## src/design/assert_macros.svh

```systemverilog
// Assertion helpers used by the allocator back end.
`ifndef ASSERT_MACROS_SVH
`define ASSERT_MACROS_SVH
`ifndef SYNTHESIS
// Property that must hold at every clock edge outside reset.
`define ASSERT_ALWAYS(label, clk, rst, prop) \
   label: assert property (@(posedge clk) disable iff (rst) (prop)) \
      else $error("allocator assertion failed");
// Same-cycle implication checked at every clock edge outside reset.
`define ASSERT_IMPLY(label, clk, rst, ante, cons) \
   label: assert property (@(posedge clk) disable iff (rst) (ante) |-> (cons)) \
      else $error("allocator implication failed");
`else
`define ASSERT_ALWAYS(label, clk, rst, prop)
`define ASSERT_IMPLY(label, clk, rst, ante, cons)
`endif
`endif

```

## src/design/fpba_pkg.sv

```systemverilog
package fpba_pkg;

   // Pool geometry
   localparam int NUM_BLOCKS    = 5;
   localparam int ADDR_WIDTH    = 16;
   localparam int SIZE_WIDTH    = 10;
   localparam int IDX_WIDTH     = (NUM_BLOCKS > 1) ? $clog2(NUM_BLOCKS) : 1;
   localparam int BIDX_WIDTH    = 3;

   // Register map
   localparam int CFG_SIZE_REGS = 5;
   localparam int CFG_BLOCKS    = (NUM_BLOCKS < CFG_SIZE_REGS) ? NUM_BLOCKS : CFG_SIZE_REGS;
   localparam int NUM_REGS      = 2 + CFG_SIZE_REGS;
   localparam int CSR_IDX_W     = $clog2(NUM_REGS);
   localparam int CSR_ADDR_W    = CSR_IDX_W + 2;
   localparam int CSR_DATA_W    = 32;

   localparam logic [CSR_IDX_W-1:0] REG_FIT_POLICY   = CSR_IDX_W'(0);
   localparam logic [CSR_IDX_W-1:0] REG_BASE_ADDRESS = CSR_IDX_W'(1);
   localparam int                   REG_BLOCK0_SIZE  = 2;

   // Fit policies
   localparam logic [1:0] POLICY_NEXT  = 2'd0;
   localparam logic [1:0] POLICY_BEST  = 2'd1;
   localparam logic [1:0] POLICY_WORST = 2'd2;

   // Opcodes
   localparam logic OP_POOL_RESET = 1'b0;
   localparam logic OP_ALLOCATE   = 1'b1;

   // Command queue between front and back
   localparam int QDEPTH  = 2;
   localparam int QPTR_W  = $clog2(QDEPTH);
   localparam int QCNT_W  = $clog2(QDEPTH + 1);

   localparam logic [ADDR_WIDTH-1:0] BASE_DEFAULT = ADDR_WIDTH'(3000);

   typedef struct packed {
      logic                  opcode;
      logic [SIZE_WIDTH-1:0] request_size;
   } req_type;

   typedef struct packed {
      logic                  granted;
      logic [BIDX_WIDTH-1:0] block_index;
      logic [ADDR_WIDTH-1:0] start_address;
      logic [ADDR_WIDTH-1:0] end_address;
   } rsp_type;

   typedef struct packed {
      logic                  is_alloc;
      logic [SIZE_WIDTH-1:0] size;
   } cmd_type;

   typedef struct packed {
      logic [1:0]                             fit_policy;
      logic [ADDR_WIDTH-1:0]                  base_address;
      logic [NUM_BLOCKS-1:0][SIZE_WIDTH-1:0]  block_size;
   } cfg_type;

   // Reset size of each block; blocks past the register list stay empty
   function automatic logic [SIZE_WIDTH-1:0] size_default(input int k);
      logic [SIZE_WIDTH-1:0] v;
      unique case (k)
         0:       v = SIZE_WIDTH'(1);
         1:       v = SIZE_WIDTH'(100);
         2:       v = SIZE_WIDTH'(150);
         3:       v = SIZE_WIDTH'(50);
         4:       v = SIZE_WIDTH'(25);
         default: v = '0;
      endcase
      return v;
   endfunction

endpackage

```

## src/design/fit_policy_block_allocator_unit.sv

```systemverilog
// Block allocator with next, best and worst fit over a fixed pool.
// The back end pops a word only while idle and takes no new word until the last is committed;
// it walks one block per cycle over all blocks (load or fit scan), then commits once the
// output is free.
// Reset (synchronous, active high) restores the registers to their defaults and
// leaves the pool unloaded, so every allocation fails until a pool reset word.
module fit_policy_block_allocator_unit (
   input  logic                                 clock,
   input  logic                                 reset,
   input  logic                                 req_valid,
   output logic                                 req_stall,
   input  fpba_pkg::req_type                    req_data,
   output logic                                 rsp_valid,
   input  logic                                 rsp_stall,
   output fpba_pkg::rsp_type                    rsp_data,
   input  logic                                 csr_psel,
   input  logic                                 csr_penable,
   input  logic                                 csr_pwrite,
   input  logic [fpba_pkg::CSR_ADDR_W-1:0]      csr_paddr,
   input  logic [fpba_pkg::CSR_DATA_W-1:0]      csr_pwdata,
   output logic [fpba_pkg::CSR_DATA_W-1:0]      csr_prdata,
   output logic                                 csr_pready
);
   import fpba_pkg::*;

   cfg_type              cfg_ff;
   logic [CSR_IDX_W-1:0] reg_idx;
   logic                 reg_wr;
   logic                 f_push;
   cmd_type              f_cmd;
   logic                 q_full;
   logic                 q_pop;
   logic                 q_valid;
   cmd_type              q_cmd;

   assign csr_pready = 1'b1;
   assign reg_idx    = csr_paddr[CSR_ADDR_W-1:2];
   assign reg_wr     = csr_psel && csr_penable && csr_pwrite;

   // Configuration registers
   always_ff @(posedge clock) begin
      if (reset) begin
         cfg_ff.fit_policy   <= POLICY_NEXT;
         cfg_ff.base_address <= BASE_DEFAULT;
         for (int k = 0; k < NUM_BLOCKS; k++) begin
            cfg_ff.block_size[k] <= size_default(k);
         end
      end else if (reg_wr) begin
         if (reg_idx == REG_FIT_POLICY) begin
            cfg_ff.fit_policy <= csr_pwdata[1:0];
         end
         if (reg_idx == REG_BASE_ADDRESS) begin
            cfg_ff.base_address <= ADDR_WIDTH'(csr_pwdata[15:0]);
         end
         for (int k = 0; k < CFG_BLOCKS; k++) begin
            if (reg_idx == CSR_IDX_W'(REG_BLOCK0_SIZE + k)) begin
               cfg_ff.block_size[k] <= SIZE_WIDTH'(csr_pwdata[9:0]);
            end
         end
      end
   end

   // Register read back
   always_comb begin
      csr_prdata = '0;
      priority if (reg_idx == REG_FIT_POLICY) begin
         csr_prdata = CSR_DATA_W'(cfg_ff.fit_policy);
      end else if (reg_idx == REG_BASE_ADDRESS) begin
         csr_prdata = CSR_DATA_W'(cfg_ff.base_address);
      end else begin
         for (int k = 0; k < CFG_BLOCKS; k++) begin
            if (reg_idx == CSR_IDX_W'(REG_BLOCK0_SIZE + k)) begin
               csr_prdata = CSR_DATA_W'(cfg_ff.block_size[k]);
            end
         end
      end
   end

   fpba_front u_front (
      .clock     (clock),
      .reset     (reset),
      .req_valid (req_valid),
      .req_stall (req_stall),
      .req_data  (req_data),
      .push      (f_push),
      .cmd       (f_cmd),
      .full      (q_full)
   );

   fpba_queue u_queue (
      .clock     (clock),
      .reset     (reset),
      .push      (f_push),
      .push_cmd  (f_cmd),
      .full      (q_full),
      .pop       (q_pop),
      .not_empty (q_valid),
      .pop_cmd   (q_cmd)
   );

   fpba_back u_back (
      .clock     (clock),
      .reset     (reset),
      .cfg       (cfg_ff),
      .q_valid   (q_valid),
      .q_cmd     (q_cmd),
      .q_pop     (q_pop),
      .rsp_valid (rsp_valid),
      .rsp_stall (rsp_stall),
      .rsp_data  (rsp_data)
   );

endmodule

```

## src/design/fpba_front.sv

```systemverilog
module fpba_front (
   input  logic             clock,
   input  logic             reset,
   input  logic             req_valid,
   output logic             req_stall,
   input  fpba_pkg::req_type req_data,
   output logic             push,
   output fpba_pkg::cmd_type cmd,
   input  logic             full
);
   import fpba_pkg::*;

   logic    valid_ff;
   cmd_type cmd_ff;
   cmd_type cmd_in;
   logic    take;

   // Classify the incoming word; pool resets carry no size
   always_comb begin
      cmd_in.is_alloc = (req_data.opcode == OP_ALLOCATE);
      cmd_in.size     = cmd_in.is_alloc ? req_data.request_size : '0;
   end

   assign push      = valid_ff && !full;
   assign req_stall = valid_ff && full;
   assign take      = req_valid && !req_stall;
   assign cmd       = cmd_ff;

   // Hold one classified word until the queue takes it
   always_ff @(posedge clock) begin
      if (reset) begin
         valid_ff <= 1'b0;
      end else if (take) begin
         valid_ff <= 1'b1;
      end else if (push) begin
         valid_ff <= 1'b0;
      end
      if (take) begin
         cmd_ff <= cmd_in;
      end
   end

endmodule

```

## src/design/fpba_queue.sv

```systemverilog
module fpba_queue (
   input  logic              clock,
   input  logic              reset,
   input  logic              push,
   input  fpba_pkg::cmd_type push_cmd,
   output logic              full,
   input  logic              pop,
   output logic              not_empty,
   output fpba_pkg::cmd_type pop_cmd
);
   import fpba_pkg::*;

   cmd_type           mem_ff [QDEPTH];
   logic [QPTR_W-1:0] wr_ptr_ff;
   logic [QPTR_W-1:0] rd_ptr_ff;
   logic [QCNT_W-1:0] count_ff;

   assign full      = (count_ff == QCNT_W'(QDEPTH));
   assign not_empty = (count_ff != '0);
   assign pop_cmd   = mem_ff[rd_ptr_ff];

   // Advance pointers and count
   always_ff @(posedge clock) begin
      if (reset) begin
         wr_ptr_ff <= '0;
         rd_ptr_ff <= '0;
         count_ff  <= '0;
      end else begin
         if (push) begin
            wr_ptr_ff <= (wr_ptr_ff == QPTR_W'(QDEPTH - 1)) ? '0 : wr_ptr_ff + 1'b1;
         end
         if (pop) begin
            rd_ptr_ff <= (rd_ptr_ff == QPTR_W'(QDEPTH - 1)) ? '0 : rd_ptr_ff + 1'b1;
         end
         if (push && !pop) begin
            count_ff <= count_ff + 1'b1;
         end else if (pop && !push) begin
            count_ff <= count_ff - 1'b1;
         end
      end
   end

   // Store the pushed word
   always_ff @(posedge clock) begin
      if (push) begin
         mem_ff[wr_ptr_ff] <= push_cmd;
      end
   end

endmodule

```

## src/design/fpba_back.sv

```systemverilog
module fpba_back (
   input  logic              clock,
   input  logic              reset,
   input  fpba_pkg::cfg_type cfg,
   input  logic              q_valid,
   input  fpba_pkg::cmd_type q_cmd,
   output logic              q_pop,
   output logic              rsp_valid,
   input  logic              rsp_stall,
   output fpba_pkg::rsp_type rsp_data
);
   import fpba_pkg::*;

   `include "assert_macros.svh"

   typedef enum logic [1:0] {
      ST_IDLE,
      ST_LOAD,
      ST_SCAN,
      ST_DONE
   } state_type;

   state_type             state_ff;
   cmd_type               cmd_ff;
   logic [IDX_WIDTH-1:0]  k_ff;
   logic                  found_ff;
   logic [IDX_WIDTH-1:0]  pick_ff;
   logic [SIZE_WIDTH-1:0] pick_size_ff;
   logic [ADDR_WIDTH-1:0] pick_addr_ff;
   logic [ADDR_WIDTH-1:0] addr_ff;
   logic [SIZE_WIDTH-1:0] rem_ff [NUM_BLOCKS];
   logic [ADDR_WIDTH-1:0] nxt_ff [NUM_BLOCKS];
   logic [IDX_WIDTH-1:0]  scan_start_ff;
   logic                  loaded_ff;
   logic                  rsp_valid_ff;
   rsp_type               rsp_ff;

   logic [SIZE_WIDTH-1:0] cur_rem;
   logic                  last_k;
   logic                  eligible;
   logic                  take;
   logic                  out_free;
   logic                  commit;
   logic [ADDR_WIDTH-1:0] end_addr;
   rsp_type               rsp_in;

   assign q_pop     = (state_ff == ST_IDLE) && q_valid;
   assign rsp_valid = rsp_valid_ff;
   assign rsp_data  = rsp_ff;
   assign cur_rem   = rem_ff[k_ff];
   assign last_k    = (k_ff == IDX_WIDTH'(NUM_BLOCKS - 1));
   assign out_free  = !rsp_valid_ff || !rsp_stall;
   assign commit    = (state_ff == ST_DONE) && out_free;
   assign end_addr  = pick_addr_ff + ADDR_WIDTH'(cmd_ff.size);

   // Examine the block under the scan counter
   always_comb begin
      eligible = loaded_ff && (cur_rem != '0) && (cur_rem >= cmd_ff.size) &&
                 (cfg.fit_policy != POLICY_NEXT || k_ff >= scan_start_ff) &&
                 (cfg.fit_policy == POLICY_NEXT || cfg.fit_policy == POLICY_BEST ||
                  cfg.fit_policy == POLICY_WORST);
      priority if (!found_ff) begin
         take = eligible;
      end else if (cfg.fit_policy == POLICY_BEST) begin
         take = eligible && (cur_rem < pick_size_ff);
      end else if (cfg.fit_policy == POLICY_WORST) begin
         take = eligible && (cur_rem > pick_size_ff);
      end else begin
         take = 1'b0;
      end
   end

   // Form the result word
   always_comb begin
      rsp_in.granted       = !cmd_ff.is_alloc || found_ff;
      rsp_in.block_index   = found_ff ? BIDX_WIDTH'(pick_ff) : '0;
      rsp_in.start_address = found_ff ? pick_addr_ff : '0;
      rsp_in.end_address   = found_ff ? end_addr : '0;
   end

   // Sequencer: pool load or fit scan, one block per cycle, then commit
   always_ff @(posedge clock) begin
      if (reset) begin
         state_ff      <= ST_IDLE;
         rsp_valid_ff  <= 1'b0;
         loaded_ff     <= 1'b0;
         scan_start_ff <= '0;
         found_ff      <= 1'b0;
      end else begin
         // Raise the result word on commit, drop it once taken
         if (commit) begin
            rsp_valid_ff <= 1'b1;
         end else if (!rsp_stall) begin
            rsp_valid_ff <= 1'b0;
         end
         unique case (state_ff)
            ST_IDLE: begin
               if (q_valid) begin
                  cmd_ff   <= q_cmd;
                  k_ff     <= '0;
                  found_ff <= 1'b0;
                  addr_ff  <= cfg.base_address;
                  state_ff <= q_cmd.is_alloc ? ST_SCAN : ST_LOAD;
               end
            end
            ST_LOAD: begin
               rem_ff[k_ff] <= cfg.block_size[k_ff];
               nxt_ff[k_ff] <= addr_ff;
               addr_ff      <= addr_ff + ADDR_WIDTH'(cfg.block_size[k_ff]);
               if (last_k) begin
                  scan_start_ff <= '0;
                  loaded_ff     <= 1'b1;
                  state_ff      <= ST_DONE;
               end else begin
                  k_ff <= k_ff + 1'b1;
               end
            end
            ST_SCAN: begin
               if (take) begin
                  found_ff     <= 1'b1;
                  pick_ff      <= k_ff;
                  pick_size_ff <= cur_rem;
                  pick_addr_ff <= nxt_ff[k_ff];
               end
               if (last_k) begin
                  state_ff <= ST_DONE;
               end else begin
                  k_ff <= k_ff + 1'b1;
               end
            end
            ST_DONE: begin
               if (out_free) begin
                  rsp_ff       <= rsp_in;
                  state_ff     <= ST_IDLE;
                  if (cmd_ff.is_alloc && found_ff) begin
                     rem_ff[pick_ff] <= pick_size_ff - cmd_ff.size;
                     nxt_ff[pick_ff] <= end_addr + 1'b1;
                     if (cfg.fit_policy == POLICY_NEXT) begin
                        scan_start_ff <= pick_ff;
                     end
                  end
               end
            end
            default: state_ff <= ST_IDLE;
         endcase
      end
   end

   // A committed pick always has room for the request
   `ASSERT_IMPLY(a_pick_fits, clock, reset,
      state_ff == ST_DONE && cmd_ff.is_alloc && found_ff, pick_size_ff >= cmd_ff.size)
   // Next fit never picks a block below the scan start
   `ASSERT_IMPLY(a_next_fit_order, clock, reset,
      state_ff == ST_DONE && found_ff && cfg.fit_policy == POLICY_NEXT, pick_ff >= scan_start_ff)
   // Nothing is granted from an unloaded pool
   `ASSERT_IMPLY(a_unloaded_fails, clock, reset, state_ff == ST_SCAN && !loaded_ff, !found_ff)

endmodule
```

## config.mk

```make
export PLATFORM = sky130hd
export DESIGN_NAME = fit_policy_block_allocator_unit
export DESIGN_NICKNAME = d
export VERILOG_FILES = /design/src/design/fpba_pkg.sv /design/src/design/fit_policy_block_allocator_unit.sv /design/src/design/fpba_front.sv /design/src/design/fpba_queue.sv /design/src/design/fpba_back.sv
export VERILOG_INCLUDE_DIRS = /design/src /design/src/design
export SDC_FILE = /design/constraint.sdc
export NUM_CORES = 1
export LEC_CHECK = 0
export BUFFER_PORTS_ARGS = -buffer_cell sky130_fd_sc_hd__clkbuf_2
export CAP_MARGIN = 15
export CORE_UTILIZATION = 60
export DETAILED_ROUTE_END_ITERATION = 6
export GPL_ROUTABILITY_DRIVEN = 0
export PLACE_DENSITY = 0.89
export SLEW_MARGIN = 20
export SYNTH_ARGS = -nofsm -noshare
export SYNTH_HDL_FRONTEND = slang
export SYNTH_SLANG_ARGS = --single-unit
```

## constraint.sdc

```tcl
create_clock -name clock -period 15.5 [get_ports clock]
set_clock_uncertainty 0.05 [all_clocks]
set_input_delay 3.1 -clock clock [delete_from_list [all_inputs] [get_ports clock]]
set_output_delay 3.1 -clock clock [all_outputs]
set_load 0.03 [all_outputs]
```

=== After elaboration in Yosys (flattened, before gate mapping) ===
Memories as Yosys holds them, arrays and structs flattened. A register that Yosys moved wholly into a read port is not among the register bits.
Index checks and enable logic that the tools add are counted.

* Register bits after elaboration: 171
* Memory bits (writable): 152
* Input bits: 55
* Word-level logic and storage cells: 184
* Memories: 3

* $add $sub $neg: 9
* Order comparisons: 5
* Equality and inequality tests: 22
* Multiplexer cells: 57
* Bitwise operators: 1
* Reduce and logical (&&, ||, !) cells: 59

{| class="wikitable"
|+ Memory list
! name !! depth !! width !! rd ports !! clocked after Yosys merged registers in !! write ports !! line !! source
|-
| u_back.nxt_ff || 5 || 16 || 1 || 1 || 1 || fpba_back.sv:32 || <nowiki>logic [ADDR_WIDTH-1:0] nxt_ff [NUM_BLOCKS];</nowiki>
|-
| u_back.rem_ff || 5 || 10 || 1 || 1 || 1 || fpba_back.sv:31 || <nowiki>logic [SIZE_WIDTH-1:0] rem_ff [NUM_BLOCKS];</nowiki>
|-
| u_queue.mem_ff || 2 || 11 || 1 || 1 || 1 || fpba_queue.sv:13 || <nowiki>cmd_type mem_ff [QDEPTH];</nowiki>
|}

{| class="wikitable"
|+ Operator list
! kind !! number
|-
| 2-to-1 mux 32 bit || 6
|-
| adder 16 x 10 -> 16 bit || 2
|-
| 2-to-1 mux 16 bit || 2
|-
| one-hot mux 16 bit (2 select lines) || 1
|-
| binary-select mux 10 bit (select 3 bit) || 1
|-
| 2-to-1 mux 10 bit || 3
|-
| 2-to-1 mux 3 bit || 9
|-
| 2-to-1 mux 1 bit || 25
|-
| AND reduction 3 bit || 6
|-
| adder 16 x 1 -> 16 bit, second input constant || 1
|-
| logical AND 1 bit || 16
|-
| AND reduction 2 bit || 8
|-
| nonzero test 2 bit || 8
|-
| OR reduction 16 bit || 1
|-
| == test 3 bit, second input constant || 4
|-
| 2-to-1 mux 2 bit || 6
|-
| != test 2 x 1 -> 1 bit, second input constant || 6
|-
| one-hot mux 3 bit (2 select lines) || 2
|-
| greater-or-equal comparator 10 bit || 1
|-
| > comparator 10 bit || 1
|-
| < comparator 10 bit || 1
|-
| nonzero test 10 bit || 1
|-
| OR reduction 10 bit || 1
|-
| subtractor 10 bit || 1
|-
| other kinds (21) || 40
|}

=== Logic depth before layout (Yosys ltp) ===
Gate-level depths: netlist of run 1.

* Word-level depth: 11
* Mapped depth: 16
* Gate-level depth less buffers: 15

=== By module ===
From an unflattened synthesis of run 1, not the netlist that was laid out.

* Cell total of the unflattened synthesis: 1,316
* Area total of the unflattened synthesis: 16,595.9 um2

{| class="wikitable"
|+ By module, submodules not included
! module !! instances !! cells an instance !! area each (um2) !! seq. area each (um2)
|-
| fpba_back || 1 || 865 || 11,658.7 || 6,976.7
|-
| fit_policy_block_allocator_unit || 1 || 368 || 3,489.6 || 1,361.3
|-
| fpba_queue || 1 || 56 || 999.7 || 760.7
|-
| fpba_front || 1 || 27 || 447.9 || 350.3
|}

=== Worst setup path before layout of run 1 ===
OpenSTA, ideal clock, no wires.

* Path type: input to output
* Start: input port csr_paddr[3] (netlist bit)
* End: output port csr_prdata[2] (netlist bit)
* Data arrival time: 4.542 ns
* Slack: 7.808 ns
* Cell stages on the path: 5
* Buffers on the path: 2
* Cells stage by stage: clkbuf_1 buf_1 mux2i_1 o22ai_1 a221o_1

* Longest elaborated chain between the ends: 8
* Elaborated cells on any way between the ends: 14
* Those cells by class: 6 x eq/ne; 7 x mux; 1 x reduce/logical

{| class="wikitable"
|+ Ends and longest elaborated chain
! element !! line !! source
|-
| from (decl) || fit_policy_block_allocator_unit.sv:19 || <nowiki>input logic [fpba_pkg::CSR_ADDR_W-1:0] csr_paddr,</nowiki>
|-
| == test 3 x 2 -> 1 bit || fit_policy_block_allocator_unit.sv:72 || <nowiki>if (reg_idx == CSR_IDX_W'(REG_BLOCK0_SIZE + k)) begin</nowiki>
|-
| 2-to-1 mux 10 bit || fit_policy_block_allocator_unit.sv:72 ||
|-
| 2-to-1 mux 32 bit (4 in series) || fit_policy_block_allocator_unit.sv:72 ||
|-
| 2-to-1 mux 32 bit || fit_policy_block_allocator_unit.sv:68 || <nowiki>end else if (reg_idx == REG_BASE_ADDRESS) begin</nowiki>
|-
| 2-to-1 mux 32 bit * || fit_policy_block_allocator_unit.sv:66 || <nowiki>priority if (reg_idx == REG_FIT_POLICY) begin</nowiki>
|-
| to (decl) || fit_policy_block_allocator_unit.sv:21 || <nowiki>output logic [fpba_pkg::CSR_DATA_W-1:0] csr_prdata,</nowiki>
|}

Every way passes the cells marked *; elsewhere a longest branch is shown, timed or not.

=== Worst setup path in the final report of run 1 ===
* Start: input port csr_paddr[3] (netlist bit)
* End: output port csr_prdata[8] (netlist bit)

Same word-level chain as after synthesis.

==> out/results.txt, run 1 <==
Result of the run: complete, no violations
Core Box Area: 26400 um^2
Combined area of the multi-input logic cells: 6440 um^2
Setup tns final: 0 ns
Startpoint types: primary input
Buffers on Ports: 90
HPWL after DPL: 24.4 mm
Synthesized flop and latch total: 343
Post-synth EDFFs: 258
Register-to-register path setup slack: 11.00 ns
Critical path required time: 12.35 ns
Total gr overflow: 0
Total via count in the routed design: 11066
Yosys warning count: 0
WP data arrival: 5.14 ns
Maximum cell stage delay along the critical path: 0.86 ns
Endpoint of the worst hold path: u_queue.mem_ff[0][1]
Drc violations: 0
Clock Latency Late Sink: 0.53 ns
Global-route wire length before repair: 57.9 mm
Initial antenna violation count: 2
Slowest library cell on the worst path: nor3b_1
Final design utilization: 0.691
Most common flop cell mapped by yosys: edfxtp_1
DIE WIDTH: 167 um
Worst reg2reg path depth: 7
Area of all placed cells without fillers: 18200 um^2
Number of hold buffers added after CTS: 0
Count of cells resized by post-cts repair: 0
Hold Fails Final Rpt: 0
Number of slew-limit violations in the final report: 0
Count of antenna diodes in the layout: 0
Transition time of the tightest slew-check pin: 1.05 ns
First-pass DRT Iterations: 5
Clock tree from TritonCTS: built
Worst path cell trace: clkbuf_2 > nor3b_1 > a221o_1 > clkbuf_2
Number of DRC markers after the initial detailed-route iteration: 1225
Average wire per standard cell: 20.4 um
Largest cells by area after synthesis: edfxtp_1 47%, dfxtp_1 10%, ha_1 4.6%
Syn avg cell area: 12.0 um^2
Die Footprint: 27900 um^2
Clock Tree Buf Depth: 3
Post-route antenna net violation count: 0
Initial cell density of the core: 0.619
Most instantiated library cell after synthesis: edfxtp_1
Setup crit end kind: output port
Number of maximum-capacitance violations: 0
Power Density: 151 nW/um^2
I/O pin total: 126
Setup violators final: 0
Worst vdd rail ir drop: 0.0000911 V
Start point of the worst hold path: u_front.cmd[1]
Number of sinks handled by clock tree synthesis: 343
Post-synthesis sequential area ratio: 0.579
Most instantiated cells after synthesis: 258 x edfxtp_1, 188 x nand2_1, 92 x a21oi_1, 85 x dfxtp_1, 76 x nor2_1
CTS Buf Count: 36
Hold Path Cell Cnt: 0
Startpoint-to-endpoint class of the critical path: primary input to output port
Reg-to-reg endpoint: u_back.rem_ff[1][1]
Post-CTS setup repair buffer count: 0
Setup repair after global routing missed its margin: no
Remaining max-slew budget at the tightest pin: 0.288
WL final: 36.8 mm
Cell area after synthesis: 16300 um^2
Leak: 0.00687 uW
Max frequency: 121 MHz
Count of different cell masters after synthesis: 69
Filler Cell Count: 1705
Total Power Consumption: 2740 uW
Total area of sequential cells: 9450 um^2
Type of the tightest min-delay check: flop to flop
Area share of the largest cell type after synthesis: 0.475
Clk pin slew, worst setup/hold paths: 0.06 ns
Number of rows created at floorplan: 59
Fraction of synthesis flops using an asynchronous set or reset pin: 0
Root buffer cell: clkbuf_16
Maximum number of pins on one net before global-route repair: 90
Synth-to-Final Area Change: 11.6%
Worst-path fanout max: 34
Global-route usage over all layers: 0.267
Post-placement cell area: 17000 um^2
Final period utilization: 0.535
Post-synthesis cell count: 1361
Number of global-route vias before repair: 10781
Vertical die dimension: 167 um
Post-layout minimum cycle time: 8.29 ns
Origin of the critical flop-to-flop path: u_back.state_ff[0]
Most common cell on crit path: clkbuf_2
Routed via count divided by cell count: 6.15
Largest area contributor in the synthesized netlist: edfxtp_1
Share of post-route cells with drive strength above 1: 0.171
CTS H-Tree Depth: 2
Nets: 1556
-- critical path, delay by kind of cell --
kind | cells | cell delay [ns]
compound gates | 1 | 0.29
buf+inv | 2 | 0.87
simple gates | 1 | 0.86
-- registers in the layout (all words and copies together) (netlist names), named ones only --
name                  flops
u_back.cmd_ff            11
u_back.pick_ff            3
u_queue.wr_ptr_ff         1
u_back.pick_size_ff      10
u_back.nxt_ff            80
u_back.scan_start_ff      3
u_back.rsp_data          36
u_back.pick_addr_ff      16
u_back.rem_ff            50
u_queue.rd_ptr_ff         1
u_back.found_ff           1
u_front.cmd              11
u_back.addr_ff           16
u_back.rsp_valid          1
u_front.valid_ff          1
u_back.loaded_ff          1
u_back.state_ff           2
cfg_ff                   68
u_queue.mem_ff           22
u_queue.count_ff          2
u_back.k_ff               3
-- cell type report --
cell class,instances,share of cell area
clock buffers,48,0.0548
inverters,50,0.0103
repair buffers,99,0.0284
well taps,335,0.0230
clock inverters,17,0.0108
multi-input cells,908,0.354
flip-flops and latches,343,0.519
-- per-layer routing --
layer | GRT usage | up-vias | share of wire
met2 | 0.449 | 585 | 0.48
met4 | 0.0990 | 0 | 0.034
met5 | 0 | - | 0
met1 | 0.345 | 5309 | 0.39
met3 | 0.0523 | 90 | 0.094
li1 | - | 5082 | -
-- cell usage in the layout (no fill, tap or decap), types with 8 or more instances in the layout --
cell | synthesis | layout
nand3b_1 | 20 | 20
buf_4 | 17 | 9
mux2i_1 | 46 | 46
nor2b_1 | 16 | 16
clkbuf_1 | 46 | 8
edfxtp_1 | 258 | 258
xor2_1 | 21 | 21
inv_1 | 50 | 50
o21ai_0 | 35 | 35
or3_1 | 8 | 8
clkbuf_2 | 0 | 90
nand2_1 | 188 | 188
dfxtp_1 | 85 | 84
a221o_1 | 9 | 9
mux4_2 | 26 | 26
conb_1 | 2 | 17
and3_1 | 15 | 15
o22ai_1 | 20 | 20
a21oi_1 | 92 | 92
nand2b_1 | 12 | 12
nand3_1 | 15 | 15
xnor2_1 | 24 | 24
nand4_1 | 8 | 8
mux2_2 | 46 | 46
a21o_1 | 9 | 9
ha_1 | 60 | 59
and2_1 | 45 | 45
nor3_1 | 12 | 9
clkbuf_16 | 0 | 37
nor2_1 | 76 | 71
-- worst max path at each step --
stage                      start            end
floorplan           csr_paddr[3]  csr_prdata[2]
global placement    csr_paddr[3]  csr_prdata[5]
detailed placement  csr_paddr[3]  csr_prdata[7]
CTS                 csr_paddr[3]  csr_prdata[7]
global route        csr_paddr[3]  csr_prdata[7]
finish              csr_paddr[3]  csr_prdata[8]
-- stage by stage --
stage	instances	setup WS (ns)	hold slack, ns
after floorplan	1376	7.81	0.371
after global placement	1735	7.37	0.375
after detailed placement	1735	7.28	0.386
after CTS	1800	7.26	0.403
after global routing	1800	7.08	0.416
final	1800	7.21	0.409
-- cells by family (layout without fill, tap and decap cells) --
kind of cell | Yosys count | after routing | share of synthesized area
simple gates | 444 | 444 | 0.133
other cells | 2 | 17 | 0.000460
xor+xnor | 47 | 47 | 0.0262
compound gates | 219 | 219 | 0.0828
mux | 118 | 118 | 0.0959
flops | 343 | 343 | 0.579
fa+ha+maj | 63 | 63 | 0.0497
buf+inv | 125 | 214 | 0.0328
-- power breakdown --
part / leakage, uW / internal [uW] / switching (uW) / total [uW]
Clock: 0.000579 / 521 / 349 / 871
Combinational: 0.00323 / 290 / 418 / 708
Sequential: 0.00307 / 1100 / 65.9 / 1160
Total: 0.00687 / 1910 / 833 / 2740
No activity file was read; power rests on OpenSTA's default activity.
==> inputs of run 2 (changes only) <==
clock period = 8.2 ns   (was 15.5 ns; I/O delays follow)
==> out/results.txt, run 2 (synthesis results as in run 1) <==
Number of slew-limit violations in the final report: 0 (unchanged)
Start point of the worst hold path: u_front.cmd[10]
Leading registers by flop count: u_back.nxt_ff (80), cfg_ff (68), u_back.rem_ff (50)
Clk pin slew, worst setup/hold paths: 0.06 ns (about the same)
Worst vdd rail ir drop: 0.000189 V (+110%)
Number of sinks handled by clock tree synthesis: 343 (unchanged)
Worst-path fanout max: 34 (unchanged)
Most used cells in the layout excluding fill and tap cells: 258 x edfxtp_1, 188 x nand2_1, 92 x a21oi_1
Startpoint types: primary input
Flip-flop count of the largest register, all copies and words added: 80 (unchanged)
Initial antenna violation count: 0 (-2)
Type of the tightest min-delay check: flop to flop
Leak: 0.00683 uW (-0.60%)
Most common cell on crit path: clkbuf_2
Number of DRC markers after the initial detailed-route iteration: 1117 (-8.8%)
Filler Cell Count: 1717 (+0.70%)
Endpoint of the worst hold path: u_queue.mem_ff[1][10]
Commonest non-fill, non-tap cell in the layout: edfxtp_1
Setup repair after global routing missed its margin: no
Critical path required time: 6.51 ns (-5.84 ns)
Register-to-register path setup slack: 3.79 ns (-7.21 ns)
Count of cells resized by post-cts repair: 0 (unchanged)
Post-route antenna net violation count: 0 (unchanged)
Origin of the critical flop-to-flop path: u_back.k_ff[2]
Post-layout minimum cycle time: 5.28 ns
Die Footprint: 27900 um^2 (unchanged)
CTS Buf Count: 35 (-2.8%)
Remaining max-slew budget at the tightest pin: 0.255 (-0.0333)
Clock Tree Buf Depth: 3 (unchanged)
Maximum cell stage delay along the critical path: 0.79 ns (-0.07 ns)
Biggest register: u_back.nxt_ff
CTS H-Tree Depth: 2 (unchanged)
Number of rows created at floorplan: 59 (unchanged)
Total via count in the routed design: 11022 (-0.40%)
HPWL after DPL: 24.8 mm (+1.6%)
Reg-to-reg endpoint: u_back.addr_ff[14]
Transition time of the tightest slew-check pin: 1.11 ns (+0.0547 ns)
Nets: 1557 (+0.064%)
Clock tree from TritonCTS: built
Power Density: 278 nW/um^2 (+85%)
Hold Fails Final Rpt: 0 (unchanged)
Global-route usage over all layers: 0.263 (-0.00419)
Total gr overflow: 0 (unchanged)
Result of the run: complete, no violations
Share of post-route cells with drive strength above 1: 0.167 (-0.00398)
Post-CTS setup repair buffer count: 0 (unchanged)
Number of hold buffers added after CTS: 0 (unchanged)
Core Box Area: 26400 um^2 (unchanged)
Max frequency: 190 MHz
Initial cell density of the core: 0.619 (unchanged)
Worst reg2reg path depth: 14 (+7)
Vertical die dimension: 167 um (unchanged)
Setup crit end kind: output port
Setup violators final: 0 (unchanged)
Clock Latency Late Sink: 0.51 ns (-0.02 ns)
Count of antenna diodes in the layout: 0 (unchanged)
Number of maximum-capacitance violations: 0 (unchanged)
Average wire per standard cell: 20.3 um (-0.52%)
Slowest library cell on the worst path: nor3b_1
Startpoint-to-endpoint class of the critical path: primary input to output port
Root buffer cell: clkbuf_16
First-pass DRT Iterations: 5 (unchanged)
Buffering stage count on the worst path with inverters included: 2 (unchanged)
Cell family contributing the most delay on the critical path: buffers and inverters
Drc violations: 0 (unchanged)
Maximum number of pins on one net before global-route repair: 89 (-1.1%)
Routed via count divided by cell count: 6.13 (-0.34%)
Final period utilization: 0.643
Setup tns final: 0 ns (unchanged)
Hold Path Cell Cnt: 0 (unchanged)
WP data arrival: 3.59 ns (-1.55 ns)
Final design utilization: 0.686 (-0.00484)
Global-route wire length before repair: 57.2 mm (-1.1%)
Buffers on Ports: 90 (unchanged)
WL final: 36.6 mm (-0.57%)
Number of global-route vias before repair: 10900 (+1.1%)
DIE WIDTH: 167 um (unchanged)
Worst path cell trace: clkbuf_2 > nor3b_1 > a221o_1 > clkbuf_2
I/O pin total: 126 (unchanged)
Synth-to-Final Area Change: 10.8%
run 2: worst max-delay path by stage:
stage                            start                    to  slack, ns  cells past startpoint
final                     csr_paddr[3]         csr_prdata[6]       2.92                      4
after global routing      csr_paddr[3]         csr_prdata[6]       2.76                      4
after CTS                 csr_paddr[3]         csr_prdata[6]       2.95                      4
after detailed placement     rsp_stall  u_back.nxt_ff[2][15]       2.91                      9
after global placement       rsp_stall  u_back.nxt_ff[2][14]       2.92                      9
after floorplan                  reset   u_back.nxt_ff[4][0]       2.22                      7
run 2: worst reg2reg max path, stage by stage (launching register included):
cell and delay [ns]:
edfxtp_1 0.67, nor2_1 0.64, a21oi_1 0.17, o22ai_1 0.34, ha_1 0.23, inv_1 0.06, fa_1 0.43, nor2b_1 0.14
o21ai_0 0.14, a21boi_0 0.34, o21a_1 0.21, o2111ai_1 0.23, a21oi_1 0.22, xnor2_1 0.15, a21oi_1 0.08
run 2: cell type report:
cell class / instances / area [um^2] / area share
Inverter: 50 / 188 / 0.0104
Clock buffer: 46 / 970 / 0.0536
Tap cell: 335 / 419 / 0.0232
Multi-Input combinational cell: 908 / 6420 / 0.355
Timing Repair Buffer: 101 / 533 / 0.0295
Clock inverter: 16 / 100 / 0.00554
Sequential cell: 343 / 9450 / 0.523
run 2: power by group:
group,switching (uW),internal (uW)
logic,785,549
registers,127,2070
clock network,628,863
total,1540,3480
run 2: per-layer routing:
| metal | GRT usage | wire, um | up-vias |
|---|---|---|---|
| met1 | 0.343 | 14100 | 5251 |
| met4 | 0.0962 | 1260 | 0 |
| met2 | 0.441 | 17700 | 599 |
| met5 | 0 | 0 | - |
| met3 | 0.0475 | 3470 | 80 |
| li1 | - | - | 5092 |
run 2: per-stage QoR:
step,hold slack [ns],area (um^2),power (uW),cells,setup slack (ns)
after floorplan,0.371,16400,3160,1376,2.22
after global placement,0.378,17000,3440,1737,2.92
after detailed placement,0.393,17000,3500,1737,2.91
after CTS,0.407,18100,5010,1799,2.95
after global routing,0.422,18100,5230,1799,2.76
final,0.413,18100,5020,1799,2.92
==> inputs of run 3 (changes only) <==
ABC_AREA = 1   (was not set)
clock period = 5.3 ns   (was 8.2 ns; I/O delays follow)
==> out/results.txt, run 3 <==
Result of the run: complete, but fails checks
Violations in the final reports: design-rule violations
Post-route antenna net violation count: 0 (unchanged)
Remaining max-slew budget at the tightest pin: 0.279 (+0.0239)
Count of different cell masters after synthesis: 51 (-26%)
Synthesized flop and latch total: 343 (unchanged)
Smallest setup slack after layout: 0.964 ns (-1.96 ns)
Maximum cell stage delay along the critical path: 0.80 ns (about the same)
Post-synthesis sequential area ratio: 0.563 (-0.0162)
CTS H-Tree Depth: 2 (unchanged)
Setup repair after global routing missed its margin: no
Initial cell density of the core: 0.618 (-0.00146)
Reg-to-reg endpoint: u_back.pick_addr_ff[3]
Critical path required time: 5.46 ns (-1.05 ns)
Total via count in the routed design: 13912 (+26%)
Cell family contributing the most delay on the critical path: simple AND/OR/NAND/NOR gates
Global-route usage over all layers: 0.309 (+0.0461)
Root buffer cell: clkbuf_16
Cell area after synthesis: 16800 um^2 (+2.9%)
Area of all placed cells without fillers: 18700 um^2 (+3.4%)
Nets: 2040 (+31%)
Maximum number of pins on one net before global-route repair: 77 (-13%)
Worst slack after detailed placement: 1.15 ns (-1.77 ns)
Post-placement cell area: 17500 um^2 (+3.2%)
Biggest register: u_back.nxt_ff
Number of DRC markers after the initial detailed-route iteration: 1710 (+53%)
Post-synth EDFFs: 258 (unchanged)
Most instantiated library cell after synthesis: nand2_1
Number of maximum-capacitance violations: 0 (unchanged)
Number of rows created at floorplan: 60 (+1.7%)
Final period utilization: 0.818
Register-to-register path setup slack: 0.96 ns (-2.83 ns)
Startpoint types: flop
HPWL after DPL: 29.3 mm (+18%)
Post-layout minimum cycle time: 4.34 ns
Setup crit end kind: flop
I/O pin total: 126 (unchanged)
Max frequency: 231 MHz
Worst reg2reg path depth: 15 (+1)
Average wire per standard cell: 18.8 um (-7.7%)
Largest cells by area after synthesis: edfxtp_1 46%, dfxtp_1 10%, nand2_1 7.6%
Leading registers by flop count: u_back.nxt_ff (80), cfg_ff (68), u_back.rem_ff (50)
Power Density: 462 nW/um^2 (+66%)
Final design utilization: 0.688 (+0.00213)
Setup violators final: 0 (unchanged)
Fraction of synthesis flops using an asynchronous set or reset pin: 0 (unchanged)
Slowest library cell on the worst path: dfxtp_1
Initial antenna violation count: 0 (unchanged)
Clock tree from TritonCTS: built
Buffers on Ports: 90 (unchanged)
Vertical die dimension: 169 um (+1.4%)
Buffering stage count on the worst path with inverters included: 3 (+1)
Total placed cells including tap cells: 2257 (+30%)
Count of cells resized by post-cts repair: 0 (unchanged)
Worst path cell trace: inv_1 > o21ai_0 > nand2_1 > o21ai_0 > inv_1 > ha_1 > nand2_1 > nor2_1 > o211ai_1 > nand4_1 > nand3_1 > nand2_1 > nand4_1 > nor2_2 > buf_4
Capturing instance or port of the critical path: u_back.pick_addr_ff[3]
Type of the tightest min-delay check: flop to flop
Startpoint-to-endpoint class of the critical path: flop to flop
Number of slew-limit violations in the final report: 0 (unchanged)
CTS Buf Count: 35 (unchanged)
Routed via count divided by cell count: 6.00 (-2.1%)
Number of hold buffers added after CTS: 0 (unchanged)
Flip-flop count of the largest register, all copies and words added: 80 (unchanged)
Transition time of the tightest slew-check pin: 1.08 ns (-0.0313 ns)
Synth-to-Final Area Change: 11.5%
First-pass DRT Iterations: 7 (+2)
Leak: 0.00781 uW (+14%)
Total number of cells along the worst setup path: 15 (+11)
Syn avg cell area: 9.12 um^2 (-24%)
Worst-path fanout max: 21 (-38%)
Drc violations: 1 (+1)
Post-synthesis cell count: 1840 (+35%)
WL final: 43.5 mm (+19%)
Clk pin slew, worst setup/hold paths: 0.06 ns (about the same)
WP data arrival: 4.49 ns (+0.90 ns)
Most instantiated cells after synthesis: 341 x nand2_1, 258 x edfxtp_1, 247 x nor2_1, 207 x inv_1, 205 x o21ai_0
DIE WIDTH: 169 um (+1.4%)
Core Box Area: 27200 um^2 (+3.1%)
Global-route wire length before repair: 68.4 mm (+19%)
Largest area contributor in the synthesized netlist: edfxtp_1
Post-CTS setup repair buffer count: 0 (unchanged)
Most common flop cell mapped by yosys: edfxtp_1
Number of sinks handled by clock tree synthesis: 343 (unchanged)
Post-route insts no fill: 2320 (+29%)
Commonest non-fill, non-tap cell in the layout: nand2_1
Most used cells in the layout excluding fill and tap cells: 341 x nand2_1, 258 x edfxtp_1, 239 x nor2_1
Count of antenna diodes in the layout: 0 (unchanged)
Number of global-route vias before repair: 13443 (+23%)
Share of post-route cells with drive strength above 1: 0.113 (-0.0537)
Clock Latency Late Sink: 0.53 ns (+0.02 ns)
Setup tns final: 0 ns (unchanged)
Total gr overflow: 0 (unchanged)
Area share of the largest cell type after synthesis: 0.462 (-0.0133)
Clock Tree Buf Depth: 3 (unchanged)
Most common cell on crit path: nand2_1
Die Footprint: 28600 um^2 (+2.8%)
Yosys warning count: 0 (unchanged)
Worst vdd rail ir drop: 0.000382 V (+100%)
Hold Fails Final Rpt: 0 (unchanged)
run 3: through the flow:
step / total power (uW) / hold slack, ns
3_3_place_gp: 5910 / 0.379
6_report: 8640 / 0.396
5_1_grt: 9040 / 0.403
2_1_floorplan: 5290 / 0.371
3_5_place_dp: 6060 / 0.384
4_1_cts: 8540 / 0.396
run 3: final cells by class:
class	count	area (um^2)
clock buffer	50	973
clock inverter	13	175
fill	1912	8470
inverter	222	833
multi-input combinational	1211	6210
sequential	343	9450
tap	372	465
timing repair buffer	109	593
run 3: power by group:
| part | switching (uW) | internal (uW) |
|---|---|---|
| combinational | 1910 | 796 |
| clock | 1000 | 1480 |
| sequential | 195 | 3260 |
| total | 3100 | 5540 |
run 3: worst reg2reg max path, cell delays in order, from the launching register on:
cell and delay (ns):
dfxtp_1 0.80, inv_1 0.48, o21ai_0 0.32, nand2_1 0.09, o21ai_0 0.40, inv_1 0.17, ha_1 0.33, nand2_1 0.08
nor2_1 0.21, o211ai_1 0.16, nand4_1 0.13, nand3_1 0.07, nand2_1 0.06, nand4_1 0.22, nor2_2 0.17, buf_4 0.28
run 3: how the worst min path moves through the flow:
stage                    from                   end  cells after the start
6_report       u_front.cmd[9]  u_queue.mem_ff[1][9]                      0
3_5_place_dp   u_front.cmd[9]  u_queue.mem_ff[1][9]                      0
2_1_floorplan  u_front.cmd[0]  u_queue.mem_ff[0][0]                      0
5_1_grt        u_front.cmd[9]  u_queue.mem_ff[0][9]                      0
4_1_cts        u_front.cmd[9]  u_queue.mem_ff[0][9]                      0
3_3_place_gp   u_front.cmd[6]  u_queue.mem_ff[0][6]                      0
run 3: kinds of logic after synthesis:
| family | Yosys count | share of synthesized area |
|---|---|---|
| xor gates and xnor gates | 17 | 0.00977 |
| adders and majority gates | 63 | 0.0483 |
| buffers and inverters | 301 | 0.0722 |
| AOI/OAI and AO/OA | 377 | 0.122 |
| other | 2 | 0.000447 |
| and+or+nand+nor | 737 | 0.184 |
| DFF | 343 | 0.563 |
run 3: routing by layer:
layer / up-vias / part of all wire / track usage
li1: 6336 / - / -
met1: 6408 / 0.35 / 0.375
met5: - / 0 / 0
met3: 220 / 0.12 / 0.0658
met2: 948 / 0.48 / 0.520
met4: 0 / 0.055 / 0.165
